File: src/hw/rtl/fbpe_pkg.sv
// shared types and constants of the page framebuffer pixel engine
// no dependencies; imported by every module of the block
package fbpe_pkg;

   localparam int BUF_DEPTH = 512;
   localparam int BUF_AW    = 9;
   localparam int CSR_AW    = 3;

   localparam logic REQ_PIXEL = 1'b0;
   localparam logic REQ_READ  = 1'b1;

   localparam logic CSR_ROTATION = 1'b0;

   typedef enum logic [1:0] {
      OP_CLEAR  = 2'd0,
      OP_SET    = 2'd1,
      OP_INVERT = 2'd2,
      OP_KEEP   = 2'd3
   } colour_op_type;

   typedef enum logic [1:0] {
      ROT_0   = 2'd0,
      ROT_90  = 2'd1,
      ROT_180 = 2'd2,
      ROT_270 = 2'd3
   } rot_type;

   typedef enum logic {
      ST_CLEAR = 1'b0,
      ST_RUN   = 1'b1
   } buf_state_type;

   // one buffer access after clipping and rotation
   typedef struct packed {
      logic                valid;
      logic                is_read;
      logic [BUF_AW-1:0]   addr;
      logic [7:0]          mask;
      colour_op_type       op;
      logic                clipped;
   } access_type;

   typedef struct packed {
      logic       valid;
      logic [7:0] read_data;
      logic       clipped;
   } result_type;

endpackage

File: src/hw/rtl/fbpe_xform.sv
// clip, rotate and byte/bit address mapping of one request
// depends on fbpe_pkg
module fbpe_xform
   import fbpe_pkg::*;
#(
   parameter int SCREEN_WIDTH  = 128,
   parameter int SCREEN_HEIGHT = 32
) (
   input  logic               accept,
   input  rot_type            rotation,
   input  logic               req_type,
   input  logic signed [8:0]  pixel_x,
   input  logic signed [8:0]  pixel_y,
   input  colour_op_type      colour_op,
   input  logic [BUF_AW-1:0]  byte_index,
   output access_type         access
);

   localparam logic [8:0]  WIDTH_C  = 9'(SCREEN_WIDTH);
   localparam logic [8:0]  HEIGHT_C = 9'(SCREEN_HEIGHT);
   localparam logic [8:0]  W_M1     = 9'(SCREEN_WIDTH - 1);
   localparam logic [8:0]  H_M1     = 9'(SCREEN_HEIGHT - 1);
   localparam logic [10:0] STRIDE   = 11'(SCREEN_WIDTH);

   logic [8:0]  lw, lh;
   logic        x_in, y_in;
   logic [8:0]  xu, yu, px, py;
   logic [10:0] lin_addr;

   always_comb begin
      // logical size swaps for quarter turns
      lw = rotation[0] ? HEIGHT_C : WIDTH_C;
      lh = rotation[0] ? WIDTH_C  : HEIGHT_C;
      xu = {1'b0, pixel_x[7:0]};
      yu = {1'b0, pixel_y[7:0]};
      x_in = !pixel_x[8] && (xu < lw);
      y_in = !pixel_y[8] && (yu < lh);

      unique case (rotation)
         ROT_90: begin
            px = W_M1 - yu;
            py = xu;
         end
         ROT_180: begin
            px = W_M1 - xu;
            py = H_M1 - yu;
         end
         ROT_270: begin
            px = yu;
            py = H_M1 - xu;
         end
         default: begin
            px = xu;
            py = yu;
         end
      endcase

      // page stride times page plus column, wraps at buffer depth
      lin_addr = STRIDE * {8'd0, py[5:3]} + {3'd0, px[7:0]};

      access.valid   = accept;
      access.is_read = (req_type == REQ_READ);
      access.addr    = (req_type == REQ_READ) ? byte_index : lin_addr[BUF_AW-1:0];
      access.mask    = 8'd1 << py[2:0];
      access.op      = colour_op;
      access.clipped = (req_type == REQ_PIXEL) && !(x_in && y_in);
   end

endmodule

File: config.mk
export PLATFORM = sky130hd
export DESIGN_NAME = fbpe_xform
export DESIGN_NICKNAME = d
export VERILOG_FILES = /design/src/hw/rtl/fbpe_pkg.sv /design/src/hw/rtl/fbpe_xform.sv
export SDC_FILE = /design/constraint.sdc
export NUM_CORES = 1
export LEC_CHECK = 0
export BUFFER_PORTS_ARGS = -buffer_cell sky130_fd_sc_hd__buf_2
export CAP_MARGIN = 25
export CELL_PAD_IN_SITES_DETAIL_PLACEMENT = 1
export CELL_PAD_IN_SITES_GLOBAL_PLACEMENT = 1
export CORE_ASPECT_RATIO = 0.8
export CORE_UTILIZATION = 29
export DETAILED_ROUTE_END_ITERATION = 16
export GPL_TIMING_DRIVEN = 0
export PLACE_DENSITY = 0.94
export SYNTH_ARGS = -nofsm -noshare
export SYNTH_HDL_FRONTEND = slang
export SYNTH_SLANG_ARGS = --single-unit
export TNS_END_PERCENT = 100
File: constraint.sdc
create_clock -name vclk -period 2.4
set_clock_uncertainty 0.05 [all_clocks]
set_input_delay 0.24 -clock vclk [all_inputs]
set_output_delay 0.24 -clock vclk [all_outputs]
set_load 0.1 [all_outputs]
==> flow_metrics.tcl <==
set metrics [dict create \
    status "finished, final reports clean" \
    min_path_type "input port to output pin" \
    grt_pass1_vias 847 \
    globalplace.congestion 0.730 \
    n_antenna_cell 0 \
    clock_buffers 0 \
    yosysSeqAreaShare 0 \
    place_inst 168 \
    fp-row-count 15 \
    core_sq_um 2180 \
    drive_gt1_frac 0.563 \
    power.total_uw 439 \
    dieArea_sq_um 2520 \
    grt_max_degree 11 \
    regArea_sq_um 0 \
    rsz0062_at_grt "false" \
    synth.top_cell.area_share 0.134 \
    multi_input_area_sq_um 659 \
    hold_buffers 0 \
    detail_route.vias_per_cell 5.16 \
    placed_area_sq_um 1020 \
    fin_nets 180 \
    stdcell_area_sq_um 1010 \
    finalWirelength_microns 2270 \
    slew_headroom 0.641 \
    finalHoldViolCount 0 \
    wl_per_cell_microns 13.6 \
    grt_pass1_wl_microns 3690 \
    grt_antenna_before_repair 0 \
    drtIter0Drc 9 \
    synth_area_leader_cell "mux4_2" \
    required_ns 2.11 \
    met1_usage 0.208 \
    portBuffers 52 \
    whs_ns 0.814 \
    hold_path_end "access[21]" \
    synth_area_sq_um 673 \
    yosys_warnings 0 \
    met2_usage 0.381 \
    cp_max_fo 10 \
    nFillCells 292 \
    syn_area_per_cell_sq_um 7.40 \
    syn_nets 127 \
    synthToLayoutAreaGrowth_pct 50.7 \
    finalSetupViolCount 0 \
    power_density_nw_per_um2 433 \
    min_from "accept" \
    ant_nets 0 \
    netlist_instances 91 \
    drc 0 \
    dp.final_hpwl_microns 2000 \
    min_period_over_period 0.916 \
    crit_type "input port to output pin" \
    num_vias 861 \
    die_w_microns 55.9 \
    slew_violations 0 \
    tightest_slew_ns 0.538 \
    track_usage 0.179 \
    p_leak_uw 0.000484 \
    critical_path.endpoint_type "output pin" \
    die_y_microns 45.1 \
    layoutNonFillerInstCount 167 \
    synth.distinct_cells 28 \
    fmax_mhz 455 \
    globalRoute.busiestLayer "met2" \
    initial_core_util 0.309 \
    cap_violations 0 \
    start_kind "input port" \
    cp.arrival_ns 1.91 \
    irDropWorstVdd_mv 0.230 \
    dr.pass1.iters 4 \
    pin_count 55 \
    grt_overflow 0 \
    nFlopsAndLatches 0 \
    synth_area_leaders "mux4_2 13%, nor2b_1 11%, o31ai_1 8.9%" \
    min_period_ns 2.20 \
    holdPathStages 2 \
    grtUsageMet3 0.0143 \
]
-- critical path, cell delays in order --
cell and delay [ns]:
buf_2 0.11, clkbuf_1 0.37, xnor2_1 0.15, ha_1 0.23, xor2_1 0.15, xnor2_1 0.13
mux2_2 0.26, clkbuf_4 0.28
-- cell usage in the layout, fill, tap and decap left out --
cell type	netlist	final
a31oi_2	0	2
and2_1	1	1
buf_2	2	52
buf_4	4	4
buf_6	1	1
clkbuf_1	2	2
clkbuf_4	0	1
ha_1	3	3
inv_1	1	1
inv_2	1	1
mux2_2	3	3
mux2i_1	2	2
mux2i_4	1	1
mux4_2	4	4
nand2_1	8	8
nand2b_1	4	4
nor2_1	10	6
nor2_2	0	4
nor2b_1	12	12
nor3_1	6	6
nor4_1	1	1
o21a_1	6	6
o21ai_0	1	1
o31ai_1	8	2
o31ai_2	0	6
or2_0	1	1
or2_1	1	1
or3_1	1	1
xnor2_1	2	2
xnor2_2	1	1
xor2_1	2	2
-- power by group --
part	internal, uW	switching, uW
clock	0	0
combinational	107	331
sequential	0	0
total	107	331
-- cells by family after synthesis --
logic type / count (synthesis) / share of synthesized area
mux: 10 / 0.247
simple gates: 45 / 0.340
fa+ha+maj: 3 / 0.0558
compound gates: 17 / 0.182
buf+inv: 11 / 0.0985
xor+xnor: 5 / 0.0762
-- synthesized netlist by cell type, types with 2 or more instances --
cell      instances
nand2_1           8
nor2b_1          12
xnor2_1           2
clkbuf_1          2
o21a_1            6
mux2i_1           2
buf_2             2
mux2_2            3
mux4_2            4
a31oi_1           2
ha_1              3
xor2_1            2
nor3_1            6
buf_4             4
nor2_1           10
nand2b_1          4
o31ai_1           8
-- worst max-delay path by stage --
stage               slack [ns]         end  cells after the start   startpoint
floorplan                -0.09  access[10]                      3   pixel_x[0]
global placement          0.07  access[19]                      9  rotation[0]
detailed placement    -0.00007  access[19]                      9  rotation[0]
CTS                      0.003  access[19]                      9  rotation[0]
global route              0.08  access[19]                      8  rotation[1]
finish                    0.20  access[19]                      8  rotation[1]
-- through the flow --
step | TNS, ns | utilization | setup WS, ns
global placement | 0 | 0.467 | 0.0707
detailed placement | -0.0000668 | 0.467 | -0.0000668
global route | 0 | 0.466 | 0.0800
CTS | 0 | 0.467 | 0.00336
floorplan | -0.177 | - | -0.0883
finish | 0 | 0.466 | 0.202
-- area by class of cell --
cell class / count / share of cell area
timing repair buffer: 52 / 0.259
buffer: 8 / 0.0530
tap: 25 / 0.0308
inverter: 2 / 0.00740
multi-input combinational: 80 / 0.650
-- layer usage --
metal | vias up | share of wire
met1 | 401 | 0.41
met3 | 0 | 0.057
met5 | - | 0
li1 | 424 | -
met4 | 0 | 0
met2 | 36 | 0.53
-- what timing repair did --
action	4_1_cts	5_1_grt
hold endpoints to repair	0	0
endpoints found under the setup margin	0	1
buffers inserted	0	0
gates resized for setup	0	1
No activity file was read; power rests on OpenSTA's default activity.
