File: config.mk
export PLATFORM = sky130hd
export DESIGN_NAME = fbpe_buffer
export DESIGN_NICKNAME = d
export VERILOG_FILES = /design/src/hw/rtl/fbpe_pkg.sv /design/src/hw/rtl/fbpe_buffer.sv
export SDC_FILE = /design/constraint.sdc
export NUM_CORES = 2
export LEC_CHECK = 0
export ABC_AREA = 0
export BUFFER_PORTS_ARGS = -buffer_cell sky130_fd_sc_hd__buf_2
export CAP_MARGIN = 20
export CORE_ASPECT_RATIO = 0.5
export CORE_MARGIN = 1.5
export CORE_UTILIZATION = 45
export CTS_CLUSTER_SIZE = 40
export DETAILED_ROUTE_END_ITERATION = 6
export PLACE_DENSITY = 0.65
export SLEW_MARGIN = 40
export SYNTH_ARGS = -nofsm -noshare
export SYNTH_HDL_FRONTEND = slang
export SYNTH_SLANG_ARGS = --single-unit
File: constraint.sdc
create_clock -name clock -period 21.3 [get_ports clock]
set_input_delay 3.195 -clock clock [delete_from_list [all_inputs] [get_ports clock]]
set_output_delay 3.195 -clock clock [all_outputs]
set_load 0.005 [all_outputs]
File: src/hw/rtl/fbpe_pkg.sv
// shared types and constants of the page framebuffer pixel engine
// no dependencies; imported by every module of the block
package fbpe_pkg;

   localparam int BUF_DEPTH = 512;
   localparam int BUF_AW    = 9;
   localparam int CSR_AW    = 3;

   localparam logic REQ_PIXEL = 1'b0;
   localparam logic REQ_READ  = 1'b1;

   localparam logic CSR_ROTATION = 1'b0;

   typedef enum logic [1:0] {
      OP_CLEAR  = 2'd0,
      OP_SET    = 2'd1,
      OP_INVERT = 2'd2,
      OP_KEEP   = 2'd3
   } colour_op_type;

   typedef enum logic [1:0] {
      ROT_0   = 2'd0,
      ROT_90  = 2'd1,
      ROT_180 = 2'd2,
      ROT_270 = 2'd3
   } rot_type;

   typedef enum logic {
      ST_CLEAR = 1'b0,
      ST_RUN   = 1'b1
   } buf_state_type;

   // one buffer access after clipping and rotation
   typedef struct packed {
      logic                valid;
      logic                is_read;
      logic [BUF_AW-1:0]   addr;
      logic [7:0]          mask;
      colour_op_type       op;
      logic                clipped;
   } access_type;

   typedef struct packed {
      logic       valid;
      logic [7:0] read_data;
      logic       clipped;
   } result_type;

endpackage

File: src/hw/rtl/fbpe_buffer.sv
// page buffer memory with read-modify-write, forwarding and clear sweep
// depends on fbpe_pkg
module fbpe_buffer
   import fbpe_pkg::*;
(
   input  logic        clock,
   input  logic        reset,
   input  access_type  access,
   output logic        ready,
   output result_type  result
);

   logic [7:0] mem [BUF_DEPTH];

   buf_state_type      state_ff, state_in;
   logic [BUF_AW-1:0]  clr_cnt_ff, clr_cnt_in;
   access_type         s1_ff;
   logic [7:0]         rd_ff;
   logic               last_vld_ff;
   logic [BUF_AW-1:0]  last_addr_ff;
   logic [7:0]         last_data_ff;
   result_type         res_ff, res_in;

   logic [7:0]         old_byte, new_byte;
   logic               upd_en, wr_en;
   logic [BUF_AW-1:0]  wr_addr;
   logic [7:0]         wr_data;

   // clear sweep after reset, then normal operation
   always_ff @(posedge clock) begin
      if (reset) begin
         state_ff   <= ST_CLEAR;
         clr_cnt_ff <= '0;
      end else begin
         state_ff   <= state_in;
         clr_cnt_ff <= clr_cnt_in;
      end
   end

   always_comb begin
      state_in   = state_ff;
      clr_cnt_in = clr_cnt_ff;
      ready      = 1'b0;
      unique case (state_ff)
         ST_CLEAR: begin
            clr_cnt_in = clr_cnt_ff + 1'b1;
            if (clr_cnt_ff == BUF_AW'(BUF_DEPTH - 1)) begin
               state_in = ST_RUN;
            end
         end
         ST_RUN: begin
            ready = 1'b1;
         end
         default: begin
            state_in = ST_CLEAR;
         end
      endcase
   end

   // stage 1: byte from memory, or the write of the previous cycle
   always_comb begin
      old_byte = (last_vld_ff && last_addr_ff == s1_ff.addr) ? last_data_ff : rd_ff;
      unique case (s1_ff.op)
         OP_CLEAR:  new_byte = old_byte & ~s1_ff.mask;
         OP_SET:    new_byte = old_byte | s1_ff.mask;
         OP_INVERT: new_byte = old_byte ^ s1_ff.mask;
         default:   new_byte = old_byte;
      endcase
      upd_en = s1_ff.valid && !s1_ff.is_read && !s1_ff.clipped && (s1_ff.op != OP_KEEP);
      wr_en   = (state_ff == ST_CLEAR) || upd_en;
      wr_addr = (state_ff == ST_CLEAR) ? clr_cnt_ff : s1_ff.addr;
      wr_data = (state_ff == ST_CLEAR) ? 8'd0 : new_byte;

      res_in.valid     = s1_ff.valid;
      res_in.read_data = s1_ff.is_read ? old_byte : 8'd0;
      res_in.clipped   = s1_ff.clipped;
   end

   always_ff @(posedge clock) begin
      if (wr_en) begin
         mem[wr_addr] <= wr_data;
      end
      rd_ff <= mem[access.addr];
   end

   always_ff @(posedge clock) begin
      if (reset) begin
         s1_ff.valid  <= 1'b0;
         last_vld_ff  <= 1'b0;
         res_ff.valid <= 1'b0;
      end else begin
         s1_ff.valid  <= access.valid;
         last_vld_ff  <= upd_en;
         res_ff.valid <= res_in.valid;
      end
      s1_ff.is_read    <= access.is_read;
      s1_ff.addr       <= access.addr;
      s1_ff.mask       <= access.mask;
      s1_ff.op         <= access.op;
      s1_ff.clipped    <= access.clipped;
      last_addr_ff     <= s1_ff.addr;
      last_data_ff     <= new_byte;
      res_ff.read_data <= res_in.read_data;
      res_ff.clipped   <= res_in.clipped;
   end

   assign result = res_ff;

endmodule

==> results.rst <==
.. list-table::
   :header-rows: 1

   * - Metric
     - Value
   * - Clock period minus final worst setup slack
     - 8.48 ns
   * - Global Route Usage Sum
     - 0.231
   * - Count of buffers added by post-CTS timing repair for setup
     - 0
   * - Effective utilization at floorplan
     - 0.453
   * - Boundary pin count
     - 35
   * - Power per unit of standard cell area
     - 89.8 nW/um^2
   * - Floorplan core area
     - 362,000 um^2
   * - Post-synth top area cell
     - sky130_fd_sc_hd__edfxtp_1
   * - Area added between synthesis and finish
     - 10.5%
   * - Relative slew slack
     - 0.362
   * - Family of cells with the greatest summed delay on the critical path
     - buffers and inverters
   * - Footprint of the multi-input gates
     - 36,800 um^2
   * - Most frequent cell on the critical path
     - sky130_fd_sc_hd__buf_4
   * - Hold Vio Cnt, Final
     - 0
   * - Series of cell instances along the critical path
     - buf_12, buf_16, buf_4, buf_4, buf_4, buf_4, mux4_2, o22ai_1, a22oi_1, nand3_1, nand4_1, and4b_1
   * - Filler cells
     - 28,700
   * - Gates resized, CTS repair
     - 0
   * - Top cells by area, synth
     - sky130_fd_sc_hd__edfxtp_1 75%, sky130_fd_sc_hd__mux4_2 7.8%, sky130_fd_sc_hd__mux2i_1 4.7%
   * - Post-route DRC violation count
     - 0
   * - GR Util met1
     - 0.332
   * - Top Usage Layer GRT
     - met2
   * - Synthesized instance count
     - 8,282
   * - Die Footprint
     - 369,000 um^2
   * - Remaining Overflow, GRT
     - 0
   * - CP endpoint kind
     - register
   * - FMAX
     - 0.118 GHz
   * - Final setup violation count
     - 0
   * - Initial detailed-routing violation count
     - 11,800
   * - Count of buffers inserted at the top-level ports
     - 34
   * - Clock buffer count from CTS
     - 371
   * - Via-per-instance ratio
     - 6.27
   * - Slowest CP cell
     - sky130_fd_sc_hd__buf_4
   * - WP data required
     - 22.10 ns
   * - Least-Margin Pin Slew
     - 0.957 ns
   * - Net Count, Synth
     - 8,324
   * - Routed Wire Length
     - 436,000 um
   * - Met3 usage
     - 0.0515
   * - Post-synth EDFFs
     - 4,096
   * - Critical Path Source Type
     - input port
   * - Met2 Track Usage GR
     - 0.351
   * - Class of the tightest hold or removal check
     - register to register
   * - Fraction of layout cells with a size suffix above 1
     - 0.193
   * - Critical Path Fanout Max
     - 53
   * - Top cell type's share of synthesized area
     - 0.749
   * - Cell chosen for the clock root
     - sky130_fd_sc_hd__clkbuf_16
   * - Die H
     - 430 um
   * - Seq. cell area
     - 124,000 um^2
   * - Crit path kind
     - input port to register
   * - Detailed-route via count
     - 84,600
   * - Wire length of the first global-routing pass
     - 619,000 um
   * - Clock-pin slew of the registers on the worst-case setup and hold paths
     - 0.07 ns
   * - Critical Path Max Stage Delay
     - 0.75 ns
   * - Fin nets
     - 8,407
   * - Number of clock sinks seen by CTS
     - 4,164
   * - Final HPWL DP
     - 256,000 um
   * - Pre-antenna DRT Iters
     - 6
   * - Clock tree from TritonCTS
     - built
   * - Worst path buffer plus inverter count
     - 6
   * - Core occupancy in the finished layout
     - 0.501
   * - CTS max path bufs
     - 4
   * - Summed instance area of the synthesized netlist
     - 164,000 um^2
   * - Warnings, synthesis
     - 0
   * - Share of the clock period used by the worst path after layout
     - 0.398
   * - Antenna violations before repair
     - 25
   * - Maximum number of pins on one net before global-route repair
     - 197
   * - Post-layout worst setup margin
     - 12.82 ns
   * - Data arrival at the endpoint of the critical path
     - 9.28 ns
   * - Unrepaired setup endpoints after global routing
     - no
   * - Worst clock skew
     - 0.0685 ns
   * - Worst hold slack
     - 0.381 ns
   * - Number of flip-flops and latches in the synthesized netlist
     - 4,164
   * - Number of global-route vias before repair
     - 82,400
   * - Final sum of negative setup slack
     - 0 ns
   * - Synth unique cells
     - 92
   * - Leakage power of the design
     - 54.1 nW
   * - Primary flip-flop cell chosen by synthesis mapping
     - sky130_fd_sc_hd__edfxtp_1
   * - Antenna-violating nets left
     - 0
   * - Share of synthesized flip-flops with an asynchronous set or reset
     - 0
   * - Max-cap violations
     - 0
   * - Clk_lat worst skew
     - 0.97 ns
   * - Overall die width
     - 857 um
   * - Number of slew-limit violations in the final report
     - 0
   * - Mean Syn Cell Area
     - 19.8 um^2
   * - Routed length per placed instance
     - 32.4 um
   * - Routability congestion estimate from global placement
     - 0.844
   * - Total of hold buffers inserted after clock tree synthesis
     - 0
   * - Share of synthesized area occupied by flip-flops and latches
     - 0.757
   * - Row count
     - 156
   * - Place WS
     - 11.95 ns
   * - Status
     - complete, no violations
   * - CTS H-tree lvls
     - 5
   * - Worst vdd ir
     - 0.0588 mV
==> logic make-up (layout without fill, tap and decap cells) <==
group           count (synthesis)  after routing  share of synthesized area
compound gates                995            995                     0.0432
xor+xnor                       16             16                   0.000853
fa+ha+maj                      18             18                    0.00137
buf+inv                       559            944                     0.0255
flops                        4164           4164                      0.757
mux                          1475           1475                      0.144
other cells                     0              5                          0
simple gates                 1055           1055                     0.0278
==> per-stage QoR <==
step                      power (mW)  instances  cell area (um^2)
final                           16.3      13500            181000
after global routing            16.7      13500            181000
after CTS                       16.3      13500            181000
after detailed placement        9.74      12800            169000
after global placement          9.74      12800            168000
after floorplan                 9.51       8282            164000
==> state kept, by name, indices dropped and copies added, names as in the netlist, 2 cells and up <==
| signal | cells |
|---|---|
| mem | 4096 |
| s1_ff | 20 |
| result | 10 |
| clr_cnt_ff | 9 |
| last_addr_ff | 9 |
| last_data_ff | 8 |
| rd_ff | 8 |
| res_in | 2 |
==> worst reg2reg max path: cells and delay by family, from the launching register on <==
kind                     cells  cell delay (ns)
buffers and inverters        4             2.25
AND/OR/NAND/NOR              3             1.14
multiplexers                 2             0.96
flip-flops                   1             0.48
adder cells (fa/ha/maj)      1             0.28
XOR/XNOR                     1             0.16
==> power breakdown <==
part	switching [mW]	leakage, nW	internal (mW)
logic	0.451	13.6	0.238
registers	0.0190	34.7	8.87
clock network	3.00	5.78	3.71
total	3.47	54.1	12.8
==> cells in the mapped netlist, types with 53 or more instances <==
cell type / number
sky130_fd_sc_hd__a21oi_1: 195
sky130_fd_sc_hd__buf_2: 80
sky130_fd_sc_hd__buf_6: 63
sky130_fd_sc_hd__buf_8: 53
sky130_fd_sc_hd__clkbuf_1: 192
sky130_fd_sc_hd__dfxtp_1: 68
sky130_fd_sc_hd__edfxtp_1: 4096
sky130_fd_sc_hd__mux2i_1: 770
sky130_fd_sc_hd__mux4_1: 110
sky130_fd_sc_hd__mux4_2: 567
sky130_fd_sc_hd__nand2_1: 158
sky130_fd_sc_hd__nor2_1: 630
sky130_fd_sc_hd__nor3_1: 74
sky130_fd_sc_hd__o21ai_0: 86
sky130_fd_sc_hd__o221ai_1: 293
sky130_fd_sc_hd__o22ai_1: 191
==> cell type report <==
cell class              count  share of cell area
clock buffers             472              0.0545
flip-flops and latches   4164               0.685
inverters                  36            0.000828
diodes                      5           0.0000690
well taps                4819              0.0332
clock inverters           203              0.0106
multi-input cells        3559               0.203
repair buffers            233              0.0128
==> layer usage <==
layer / up-vias / share of wire
met4: 20 / 0.038
met3: 743 / 0.10
met1: 44600 / 0.40
li1: 34500 / -
met5: - / 0.00033
met2: 4682 / 0.46
==> worst paths after layout <==
| path | slack [ns] | start | depth (start not counted) | endpoint |
|---|---|---|---|---|
| setup / recovery | 12.82 | access[11] | 12 | rd_ff[3]$_DFF_P_ |
| hold / removal | 0.38 | res_in[0]$_DFF_P_ | 0 | result[0]$_DFF_P_ |
| hold reg to reg | 0.38 | res_in[0]$_DFF_P_ | 0 | result[0]$_DFF_P_ |
| setup reg to reg | 15.65 | s1_ff[16]$_DFF_P_ | 11 | mem[230][4]$_DFFE_PP_ |
==> cell usage in the layout, fill, tap and decap left out, types with 16 or more instances in the layout <==
cell type                   count
sky130_fd_sc_hd__edfxtp_1    4096
sky130_fd_sc_hd__and2_1        18
sky130_fd_sc_hd__buf_2         29
sky130_fd_sc_hd__buf_4        134
sky130_fd_sc_hd__inv_1         33
sky130_fd_sc_hd__a22oi_1       39
sky130_fd_sc_hd__mux4_1       110
sky130_fd_sc_hd__nor4_1        16
sky130_fd_sc_hd__mux2i_1      769
sky130_fd_sc_hd__nor2_1       403
sky130_fd_sc_hd__a211oi_1      31
sky130_fd_sc_hd__nand2_1      128
sky130_fd_sc_hd__clkbuf_16    379
sky130_fd_sc_hd__mux4_2       567
sky130_fd_sc_hd__nand4_1       28
sky130_fd_sc_hd__nand2_4       17
sky130_fd_sc_hd__clkbuf_1      87
sky130_fd_sc_hd__o21ai_0       83
sky130_fd_sc_hd__clkinv_1      72
sky130_fd_sc_hd__o22ai_1      186
sky130_fd_sc_hd__o221ai_1     293
sky130_fd_sc_hd__bufinv_16     34
sky130_fd_sc_hd__a31oi_1       24
sky130_fd_sc_hd__a21oi_1      189
sky130_fd_sc_hd__dfxtp_1       68
sky130_fd_sc_hd__buf_12        23
sky130_fd_sc_hd__nand3_1       50
sky130_fd_sc_hd__nor2_2       223
sky130_fd_sc_hd__mux2_2        28
sky130_fd_sc_hd__buf_6         31
sky130_fd_sc_hd__ha_1          18
sky130_fd_sc_hd__clkinv_2      70
sky130_fd_sc_hd__nor3_1        69
No activity file was read; power rests on OpenSTA's default activity.
